## src/rtl/olid_pkg.sv

```systemverilog
// ---------------------------------------------------------------------------
// olid_pkg - shared types for the ordered list
// Command, status and cell operation codes used by the list top and its cells.
// ---------------------------------------------------------------------------
package olid_pkg;

  localparam int DEPTH_DEFAULT = 64;
  localparam int VAL_W         = 32;
  localparam int POS_W         = 8;
  localparam int CNT_OUT_W     = 7;

  typedef enum logic [2:0] {
    CMD_INS_FRONT = 3'd0,
    CMD_INS_BACK  = 3'd1,
    CMD_INS_POS   = 3'd2,
    CMD_DEL_FRONT = 3'd3,
    CMD_DEL_BACK  = 3'd4,
    CMD_DUMP      = 3'd5
  } cmd_t;

  typedef enum logic [1:0] {
    STAT_OK     = 2'd0,
    STAT_BADPOS = 2'd1,
    STAT_EMPTY  = 2'd2,
    STAT_FULL   = 2'd3
  } status_t;

  // per-cycle operation broadcast to every cell of the chain
  typedef enum logic [1:0] {
    CELL_HOLD   = 2'd0,
    CELL_INSERT = 2'd1,  // cells above idx take left neighbor, cell idx takes new value
    CELL_SHIFT  = 2'd2,  // all cells take right neighbor
    CELL_ROTATE = 2'd3   // cells below idx take right neighbor, cell idx takes head
  } cell_op_t;

  typedef enum logic {
    ST_IDLE = 1'b0,
    ST_DUMP = 1'b1
  } state_t;

endpackage

```

## src/rtl/olid_cell.sv

```systemverilog
// ---------------------------------------------------------------------------
// olid_cell - one storage cell of the list chain
// Holds one entry and updates from its neighbors, the head or the new value.
// ---------------------------------------------------------------------------
module olid_cell import olid_pkg::*; #(
  parameter int IW    = 6,
  parameter int INDEX = 0
) (
  input  logic                    clk,
  input  cell_op_t                op,
  input  logic [IW-1:0]           idx,
  input  logic signed [VAL_W-1:0] left_val,
  input  logic signed [VAL_W-1:0] right_val,
  input  logic signed [VAL_W-1:0] head_val,
  input  logic signed [VAL_W-1:0] new_val,
  output logic signed [VAL_W-1:0] val
);

  localparam logic [IW-1:0] MY_IDX = IW'(INDEX);

  logic signed [VAL_W-1:0] val_next;

  always_comb begin
    val_next = val;
    case (op)
      CELL_INSERT: begin
        if (MY_IDX == idx) begin
          val_next = new_val;
        end else if (MY_IDX > idx) begin
          val_next = left_val;
        end
      end
      CELL_SHIFT: begin
        val_next = right_val;
      end
      CELL_ROTATE: begin
        if (MY_IDX == idx) begin
          val_next = head_val;
        end else if (MY_IDX < idx) begin
          val_next = right_val;
        end
      end
      default: begin
        val_next = val;
      end
    endcase
  end

  always_ff @(posedge clk) begin
    val <= val_next;
  end

endmodule

```

## src/rtl/ordered_list_insert_delete.sv

```systemverilog
// ---------------------------------------------------------------------------
// ordered_list_insert_delete - bounded ordered list of signed 32-bit values
// Chain of DEPTH cells that shift in parallel; front/back/position insert,
// front/back delete and an in-order dump.
// ---------------------------------------------------------------------------
// Usage:
//   Input channel s_*: one command per item. s_tuser carries the command,
//   s_tdata the value and the 1-based position.
//   Output channel m_*: result items. Every command gives one item, except
//   a dump of a non-empty list, which gives one item per entry, front first.
//   m_tlast marks the final item of a command.
// Flow:
//   Insert and delete finish in the accept cycle (all cells shift at once);
//   the result shows on m_* the next cycle. With m_tready high and no dump
//   running the block takes one command per cycle. A dump of N entries loads
//   its counter in the accept cycle, then the chain rotates one step per
//   result and the head cell is read out into the result register from the
//   dump state; the list is back in place when the last item leaves.
//   s_tready stays low while the block is in the dump state, until the
//   last entry has been loaded into the result register.
// Reset: rst (synchronous) empties the list and drops m_tvalid; cell
//   contents are not cleared, only entries below the count are ever read.
// Stall: with m_tready low the result register holds its item and s_tready
//   drops until the register is free again; a dump pauses in place.
// ---------------------------------------------------------------------------
module ordered_list_insert_delete import olid_pkg::*; #(
  parameter int DEPTH = DEPTH_DEFAULT
) (
  input  logic        clk,
  input  logic        rst,
  input  logic        s_tvalid,
  output logic        s_tready,
  input  logic [39:0] s_tdata,   // [31:0] value, [39:32] position
  input  logic [2:0]  s_tuser,   // [2:0] cmd
  output logic        m_tvalid,
  input  logic        m_tready,
  output logic [47:0] m_tdata,   // [1:0] status, [8:2] entry_count,
                                 // [40:9] entry_value, [47:41] zero
  output logic [0:0]  m_tuser,   // [0] entry_valid
  output logic        m_tlast    // last
);

  localparam int IW   = (DEPTH > 1) ? $clog2(DEPTH) : 1;  // cell index width
  localparam int CW   = $clog2(DEPTH + 1);                // count width
  localparam int CMPW = ((CW > POS_W) ? CW : POS_W) + 1;  // position compare width
  localparam logic [CW-1:0] FULL_CNT = CW'(DEPTH);

  // input fields
  cmd_t                    in_cmd;
  logic signed [VAL_W-1:0] in_value;
  logic [POS_W-1:0]        in_pos;

  assign in_cmd   = cmd_t'(s_tuser);
  assign in_value = $signed(s_tdata[VAL_W-1:0]);
  assign in_pos   = s_tdata[VAL_W+POS_W-1:VAL_W];

  // control state
  state_t        state, state_next;
  logic [CW-1:0] count, count_next;
  logic [CW-1:0] dump_left, dump_left_next;

  // result register
  status_t                 out_status;
  logic [CW-1:0]           out_count;
  logic signed [VAL_W-1:0] out_value;
  logic                    out_flag;
  logic                    out_last;

  // next result
  logic                    load;
  status_t                 res_status;
  logic signed [VAL_W-1:0] res_value;
  logic                    res_flag;
  logic                    res_last;

  // chain control
  cell_op_t                cell_op;
  logic [IW-1:0]           cell_idx;
  logic signed [VAL_W-1:0] cells [DEPTH];
  logic signed [VAL_W-1:0] head;

  logic s_accept, slot_free, full, empty, pos_ok;
  logic [CMPW-1:0] pos_w, lim_w;

  assign head      = cells[0];
  assign slot_free = !m_tvalid || m_tready;
  assign s_tready  = (state == ST_IDLE) && slot_free;
  assign s_accept  = s_tvalid && s_tready;
  assign full      = (count == FULL_CNT);
  assign empty     = (count == '0);

  // position must lie in 1 .. count+1
  assign pos_w  = CMPW'(in_pos);
  assign lim_w  = CMPW'(count) + CMPW'(1);
  assign pos_ok = (pos_w != '0) && (pos_w <= lim_w);

  // next state
  always_comb begin
    state_next = state;
    unique case (state)
      ST_IDLE: begin
        if (s_accept && in_cmd == CMD_DUMP && !empty) begin
          state_next = ST_DUMP;
        end
      end
      ST_DUMP: begin
        if (slot_free && dump_left == CW'(1)) begin
          state_next = ST_IDLE;
        end
      end
      default: state_next = ST_IDLE;
    endcase
  end

  // command decode and chain control
  always_comb begin
    cell_op        = CELL_HOLD;
    cell_idx       = '0;
    count_next     = count;
    dump_left_next = dump_left;
    load           = 1'b0;
    res_status     = STAT_OK;
    res_value      = '0;
    res_flag       = 1'b0;
    res_last       = 1'b1;
    unique case (state)
      ST_IDLE: begin
        if (s_accept) begin
          load = 1'b1;
          case (in_cmd)
            CMD_INS_FRONT: begin
              if (full) begin
                res_status = STAT_FULL;
              end else begin
                cell_op    = CELL_INSERT;
                cell_idx   = '0;
                count_next = count + CW'(1);
              end
            end
            CMD_INS_BACK: begin
              if (full) begin
                res_status = STAT_FULL;
              end else begin
                cell_op    = CELL_INSERT;
                cell_idx   = IW'(count);
                count_next = count + CW'(1);
              end
            end
            CMD_INS_POS: begin
              if (!pos_ok) begin
                res_status = STAT_BADPOS;
              end else if (full) begin
                res_status = STAT_FULL;
              end else begin
                cell_op    = CELL_INSERT;
                cell_idx   = IW'(pos_w - CMPW'(1));
                count_next = count + CW'(1);
              end
            end
            CMD_DEL_FRONT: begin
              if (empty) begin
                res_status = STAT_EMPTY;
              end else begin
                cell_op    = CELL_SHIFT;
                count_next = count - CW'(1);
              end
            end
            CMD_DEL_BACK: begin
              if (empty) begin
                res_status = STAT_EMPTY;
              end else begin
                count_next = count - CW'(1);
              end
            end
            CMD_DUMP: begin
              // empty list: a single blank result; otherwise stream entries
              if (!empty) begin
                load           = 1'b0;
                dump_left_next = count;
              end
            end
            default: begin
              res_status = STAT_OK;
            end
          endcase
        end
      end
      ST_DUMP: begin
        if (slot_free) begin
          load           = 1'b1;
          cell_op        = CELL_ROTATE;
          cell_idx       = IW'(count - CW'(1));
          res_value      = head;
          res_flag       = 1'b1;
          res_last       = (dump_left == CW'(1));
          dump_left_next = dump_left - CW'(1);
        end
      end
      default: begin
        load = 1'b0;
      end
    endcase
  end

  always_ff @(posedge clk) begin
    if (rst) begin
      state     <= ST_IDLE;
      count     <= '0;
      dump_left <= '0;
      m_tvalid  <= 1'b0;
    end else begin
      state     <= state_next;
      count     <= count_next;
      dump_left <= dump_left_next;
      if (load) begin
        m_tvalid <= 1'b1;
      end else if (m_tready) begin
        m_tvalid <= 1'b0;
      end
    end
  end

  // result payload, count reported after the command
  always_ff @(posedge clk) begin
    if (load) begin
      out_status <= res_status;
      out_count  <= count_next;
      out_value  <= res_value;
      out_flag   <= res_flag;
      out_last   <= res_last;
    end
  end

  assign m_tdata = {7'd0, out_value, CNT_OUT_W'(out_count), out_status};
  assign m_tuser = out_flag;
  assign m_tlast = out_last;

  // the chain
  for (genvar g = 0; g < DEPTH; g++) begin : g_cell
    logic signed [VAL_W-1:0] left_val, right_val;
    if (g == 0) begin : g_first
      assign left_val = in_value;
    end else begin : g_mid_l
      assign left_val = cells[g-1];
    end
    if (g == DEPTH - 1) begin : g_last
      assign right_val = '0;
    end else begin : g_mid_r
      assign right_val = cells[g+1];
    end
    olid_cell #(
      .IW    (IW),
      .INDEX (g)
    ) u_cell (
      .clk       (clk),
      .op        (cell_op),
      .idx       (cell_idx),
      .left_val  (left_val),
      .right_val (right_val),
      .head_val  (head),
      .new_val   (in_value),
      .val       (cells[g])
    );
  end

  // checks
  a_count_bound: assert property (@(posedge clk) disable iff (rst)
    count <= FULL_CNT)
    else $error("entry count above depth");

  a_dump_nonzero: assert property (@(posedge clk) disable iff (rst)
    state == ST_DUMP |-> dump_left != '0 && dump_left <= count)
    else $error("dump counter out of range");

  a_count_on_accept: assert property (@(posedge clk) disable iff (rst)
    !(s_tvalid && s_tready) |=> $stable(count))
    else $error("count changed without a command");

  a_dump_blocks_input: assert property (@(posedge clk) disable iff (rst)
    state == ST_DUMP |-> !s_tready)
    else $error("input taken during dump");

endmodule

```

## config.mk

```make
export PLATFORM = sky130hd
export DESIGN_NAME = ordered_list_insert_delete
export DESIGN_NICKNAME = d
export VERILOG_FILES = /design/src/rtl/olid_pkg.sv /design/src/rtl/olid_cell.sv /design/src/rtl/ordered_list_insert_delete.sv
export SDC_FILE = /design/constraint.sdc
export NUM_CORES = 2
export LEC_CHECK = 0
export ABC_CLOCK_PERIOD_IN_PS = 10020
export BUFFER_PORTS_ARGS = -buffer_cell sky130_fd_sc_hd__buf_2
export CORE_UTILIZATION = 35
export DETAILED_ROUTE_END_ITERATION = 8
export SYNTH_ARGS = -nofsm -noshare
export SYNTH_HDL_FRONTEND = slang
export SYNTH_SLANG_ARGS = --single-unit
```

## constraint.sdc

```tcl
create_clock -name clk -period 10.02 [get_ports clk]
set_input_delay 0.501 -clock clk [delete_from_list [all_inputs] [get_ports clk]]
set_output_delay 0.501 -clock clk [all_outputs]
set_load 0.02 [all_outputs]
```

=== Yosys cells after proc, flatten, opt, wreduce, memory -nomap -nowiden ===
Cells that the tools add are included.

* Register bits: 2107
* Bits of input ports: 47
* Output and inout bits: 52

* Add/subtract/negate cells: 5
* $lt $le $gt $ge: 129
* Eq/ne operators: 206
* Mux-type cells: 359
* Bitwise logic cells: 2
* Reductions and logical operators: 84

{| class="wikitable"
|+ Operator list
! operator !! number
|-
| $mux 32 || 256
|-
| $pmux 32 s3 || 64
|-
| $ne 3x1->1 const B || 127
|-
| $eq 6x6->1 const A || 32
|-
| $gt 6x6->1 const A || 32
|-
| $lt 6x6->1 const A || 32
|-
| $reduce_and 3->1 || 63
|-
| $eq 5x6->1 const A || 16
|-
| $gt 5x6->1 const A || 16
|-
| $lt 5x6->1 const A || 16
|-
| $mux 7 || 9
|-
| $eq 4x6->1 const A || 8
|-
| $gt 4x6->1 const A || 8
|-
| $lt 4x6->1 const A || 8
|-
| $mux 6 || 5
|-
| $eq 3x6->1 const A || 4
|-
| $gt 3x6->1 const A || 4
|-
| $lt 3x6->1 const A || 4
|-
| $pmux 6 s2 || 2
|-
| $pmux 7 s3 || 1
|-
| $mux 2 || 7
|-
| $pmux 7 s2 || 1
|-
| $sub 7x1->7 const B || 2
|-
| $eq 2x6->1 const A || 2
|-
| other kinds (35) || 66
|}

=== Longest topological paths before layout ===
* Word-level depth: 11
* Depth in mapped cells: 20
* Depth with buffers taken out: 14

=== Worst setup path after synthesis ===
No wires, ideal clock.

* Kind: register to register
* Start: register count[2]
* End: register g_cell[21].u_cell.val[0], enable pin
* Setup time: 0.480 ns
* Arrival time: 6.461 ns
* Setup slack: 3.078 ns
* Cell stages (with the launch flop): 18
* Buffers on the path: 4
* Period minus slack after synthesis: 6.942 ns
* Cells stage by stage: dfxtp_1 buf_1 nand2_1 nor2_1 nand3_1 xor2_1 ha_1 nand4_1 nor2_1 a21oi_1 or2_2 clkbuf_1 o31a_1 buf_2 nor4_2 nand2_1 clkbuf_1 a311oi_1

* Word-level cells in the longest chain between the ends: 10

{| class="wikitable"
|+ Ends and longest elaborated chain
! what !! RTL line !! text
|-
| from (decl) || ordered_list_insert_delete.sv:59 || <nowiki>logic [CW-1:0] count, count_next;</nowiki>
|-
| from (signal assigned) || ordered_list_insert_delete.sv:213 || <nowiki>count <= count_next;</nowiki>
|-
| $add 7x1->8 || ordered_list_insert_delete.sv:94 || <nowiki>assign lim_w = CMPW'(count) + CMPW'(1);</nowiki>
|-
| $le 8x8->1 || ordered_list_insert_delete.sv:95 || <nowiki>assign pos_ok = (pos_w != '0) && (pos_w <= lim_w);</nowiki>
|-
| $logic_and 1x1->1 || ordered_list_insert_delete.sv:95 ||
|-
| $mux 6 or $mux 2 (tied branches) || ordered_list_insert_delete.sv:150 || <nowiki>if (!pos_ok) begin</nowiki>
|-
| $pmux 6 s2 or $pmux 2 s3 (tied branches) || ordered_list_insert_delete.sv:130 || <nowiki>case (in_cmd)</nowiki>
|-
| $mux 6 or $mux 2 (tied branches) || ordered_list_insert_delete.sv:128 || <nowiki>if (s_accept) begin</nowiki>
|-
| $pmux 6 s2 or $pmux 2 s2 (tied branches) || ordered_list_insert_delete.sv:126 || <nowiki>unique case (state)</nowiki>
|-
| $lt 5x6->1 (tied with other cells) || olid_cell.sv:39 || <nowiki>end else if (MY_IDX < idx) begin</nowiki>
|-
| $ne 3x1->1 (no source line) or $reduce_bool 3->1 (tied branches) || -- ||
|-
| $reduce_and 3->1 (no source line) * || -- ||
|-
| to (signal assigned) || olid_cell.sv:50 || <nowiki>val <= val_next;</nowiki>
|-
| to (decl) || olid_cell.sv:16 || <nowiki>output logic signed [VAL_W-1:0] val</nowiki>
|}

Mark *: on every way between the ends. The rest lies on a longest branch, timed or not.
A chain may end at the register's enable or synchronous reset.

=== Final worst setup path ===
* Start: register count[3]
* End: register g_cell[62].u_cell.val[30], enable pin

* Word-level cells in the longest chain between the ends: 10

{| class="wikitable"
|+ Ends and longest elaborated chain
! what !! RTL line
|-
| $add 7x1->8 || ordered_list_insert_delete.sv:94
|-
| $le 8x8->1 || ordered_list_insert_delete.sv:95
|-
| $logic_and 1x1->1 || ordered_list_insert_delete.sv:95
|-
| $mux 6 or $mux 2 (tied branches) || ordered_list_insert_delete.sv:150
|-
| $pmux 6 s2 or $pmux 2 s3 (tied branches) || ordered_list_insert_delete.sv:130
|-
| $mux 6 or $mux 2 (tied branches) || ordered_list_insert_delete.sv:128
|-
| $pmux 6 s2 or $pmux 2 s2 (tied branches) || ordered_list_insert_delete.sv:126
|-
| $lt 6x6->1 (tied with other cells) || olid_cell.sv:39
|-
| $ne 3x1->1 (no source line) or $reduce_bool 3->1 (tied branches) || --
|-
| $reduce_and 3->1 (no source line) * || --
|-
| to (signal assigned) || olid_cell.sv:50
|-
| to (decl) || olid_cell.sv:16
|}

Marked as above.

==> key figures <==
Timing
  • Worst-Margin Slew: 1.43 ns
  • Slew HR: under 10%
  • Post-Route Setup TNS: 0 ns
  • Setup Skew: 0.0559 ns
  • Fin. max-slew vios: 0
  • Hold slack: between 0.05 and 0.06 ns
  • Final Hold Fails: 0
  • Final setup violation count: 0
  • Crit share post-route: a little over two thirds
  • RSZ-0062 raised after global routing: no
  • Min Tclk post-route: around 7 ns
  • Fmax: between 0.1 and 0.15 GHz

Route
  • WL per Instance: about 28 um
  • Via-per-instance ratio: 6.06
  • TritonRoute pass-1 iters: 9
  • DR vias: 81900
  • Final wirelength: between 300 and 400 mm
  • Post-route ant nets: 0
  • DRC viols: 0
  • Initial drt markers: ~12000

Synthesis
  • Number of synthesized flops with an enable pin: between 2000 and 2500
  • Mapped Area: about 100000 um2
  • Mapped Cells: between 9000 and 10000
  • Syn Area/Cell: 10.7 um2
  • Sequential area share after synthesis: slightly above 60%
  • Ys Warns: 0
  • Yosys top cell area share: around three fifths
  • Top FF cell, synth: edfxtp_1
  • Async S/R FF share, synth: 0%
  • Yosys top cell by area: edfxtp_1
  • Cells taking the most area after synthesis: edfxtp_1 60%, a221o_1 7.7%, nand2_1 7.4%
  • Netlist cell types: 74
  • Count leader, synth: edfxtp_1
  • Flops & latches, synth: 2107
  • Synth cell count leaders: 2091 x edfxtp_1, 2053 x nand2_1, 1517 x nor2_1

Floorplan
  • Core outline area: around 300000 um2
  • Starting Density: a little over a third
  • Chip width: between 500 and 600 um
  • IO Pins: between 90 and 100
  • Die Height: approximately 550 um
  • FP Rows: 200
  • Die footprint: 300000 um2

CTS
  • CTS tree: done
  • Clock Path Buffers: 3
  • Clock slew at reported path FFs: 0.06 ns
  • Num CTS Buffers: between 200 and 250
  • Clk_lat worst skew: around 0.90 ns
  • CTS H-tree lvls: 4
  • Sink Count: between 2000 and 2500
  • CTS root buf: clkbuf_16

Worst setup path
  • CP Max Fanout: 65
  • Critical R2R Launch: count[3]
  • Startpoint Class: flip-flop
  • Kind of critical path: reg -> reg
  • Worst R2R Path Depth: 18
  • CP Capture Type: flip-flop
  • Worst Path Required: between 10 and 15 ns
  • WP data arrival: between 7 and 8 ns
  • Flop-to-flop setup slack: 3.01 ns
  • Critical register-to-register path endpoint: g_cell[62].u_cell.val[30]

Worst hold path
  • Hold_sp: m_tready
  • Hold endpoint: state
  • Worst hold stages: 4
  • Worst Hold Class: in -> reg

GRT
  • Total GRT Usage: roughly 24%
  • Vias in the first global route: 76700
  • First-pass GRT wire length: around 540 mm
  • Initial antenna violation count: 12
  • Pin count of the biggest net entering global routing: around 190
  • Grt total ovfl: 0

Place
  • Cell Area, Placed: between 100000 and 150000 um2
  • Buffers added on ports: roughly 90
  • Placer Congestion: approximately 0.93
  • DPL Wire Length: 233 mm

Flow run
  • MaxCap Viol Count: 0

Final layout
  • Finished Cell Area: about 120000 um2
  • P&R area growth vs syn: 11.9%
  • Final Util: a little under 40%
  • Nets: around 9400
  • Layout cells sized above 1: between 9 and 10%

Power
  • Maximum vdd drop: 0.162 mV
  • Cell Pwr Density: 172 nW/um2
  • P_leak: ~40 nW

Outcome
  • Outcome: finished, final reports clean
## routing by layer
layer	global-route usage [%]	vias up	wire length [um]
met5	0	-	45
met4	11.5	6	20200
met3	5.58	846	44000
met2	37.0	5356	166000
met1	32.8	40300	148000
li1	-	35500	-
## worst max-delay path, stage by stage (launching register included)
cell and delay (ns):
dfxtp_1 0.71, and3_1 0.29, nand3_1 0.13, xnor2_1 0.37, inv_1 0.09, ha_1 0.32
nand4_1 0.13, nor2_1 0.22, a21oi_1 0.17, or2_2 0.46, o31a_1 0.34, buf_4 0.21
nor4_2 0.68, nand2_2 0.17, buf_4 0.35, a21oi_4 0.24, buf_4 0.49, a21o_1 0.80
buf_4 0.40
## cells in the final DEF (no fill, tap or decap), types with 8 or more instances in the layout
cell type / netlist / final
ha_1: 15 / 15
nor2_4: 0 / 11
dfxtp_1: 16 / 16
buf_2: 57 / 91
bufinv_16: 0 / 16
nor3_1: 35 / 23
clkinv_2: 0 / 44
a21oi_1: 107 / 37
a21boi_0: 33 / 32
buf_4: 9 / 222
and3_1: 35 / 34
clkinv_1: 0 / 57
nor2_2: 0 / 18
mux2i_1: 520 / 520
or3_1: 20 / 12
and2_1: 14 / 12
a31oi_1: 679 / 675
diode_2: 0 / 13
nand2b_2: 1 / 32
clkinvlp_4: 0 / 8
a21oi_4: 0 / 67
or3_2: 0 / 8
nand2_1: 2053 / 2038
a221o_1: 801 / 801
inv_1: 18 / 17
nand3_1: 53 / 51
nor4_2: 7 / 8
nand2_2: 1 / 14
dlygate4sd3_1: 0 / 33
o21ai_2: 0 / 21
nor2_1: 1517 / 1488
o21ai_0: 593 / 590
clkbuf_1: 808 / 47
edfxtp_1: 2091 / 2091
clkbuf_16: 0 / 229
nor3_2: 0 / 11
## power by group
group | internal (mW) | switching (mW)
combinational | 0.361 | 0.975
clock | 4.60 | 3.67
sequential | 10.1 | 0.275
total | 15.1 | 4.92
## final cells by class
type	count	area (um2)
well taps	3939	4930
diodes	13	32.5
flip-flops and latches	2107	63100
fillers	28000	180000
repair buffers	351	2550
clock inverters	140	1240
multi-input cells	6679	38800
clock buffers	276	5910
inverters	19	71.3
## how the worst max path moves through the flow
stage / depth (start not counted) / to / start / slack (ns)
floorplan: 17 / g_cell[21].u_cell.val[0] / count[2] / 3.08
global placement: 18 / g_cell[62].u_cell.val[13] / count[5] / 2.80
detailed placement: 18 / g_cell[62].u_cell.val[17] / count[5] / 3.12
CTS: 18 / g_cell[62].u_cell.val[20] / count[5] / 3.07
global route: 18 / g_cell[62].u_cell.val[20] / count[3] / 2.72
finish: 18 / g_cell[62].u_cell.val[30] / count[3] / 3.01
## flip-flops by register name, summed over array words and instances (netlist names)
register	cells
out_status	2
count	7
out_value	32
state	1
m_tlast	1
m_tvalid	1
g_cell.u_cell.val	2048
m_tuser	1
out_count	7
dump_left	7
## cell families after synthesis
kind of cell | synth area share (%)
and+or+nand+nor | 14.2
DFF | 60.5
adders and majority gates | 0.180
muxes | 5.01
xor gates and xnor gates | 0.0756
other | 0.00360
buffers and inverters | 3.73
AOI/OAI and AO/OA | 16.2
## per-stage QoR
step           power [mW]  std cells  setup WS (ns)
6_report             20.0      13500           3.01
5_1_grt              20.5      13500           2.72
4_1_cts              20.0      13500           3.07
3_5_place_dp         11.9      13100           3.12
3_3_place_gp         11.8      13100           2.80
2_1_floorplan        11.2       9784           3.08
## timing repair
item	in CTS	in global routing
endpoints found under the setup margin	0	0
setup buffers	0	0
resized for setup	0	0
hold buffers	33	0
hold endpoints to repair	69	0
Power figures use the tool's default switching activity.
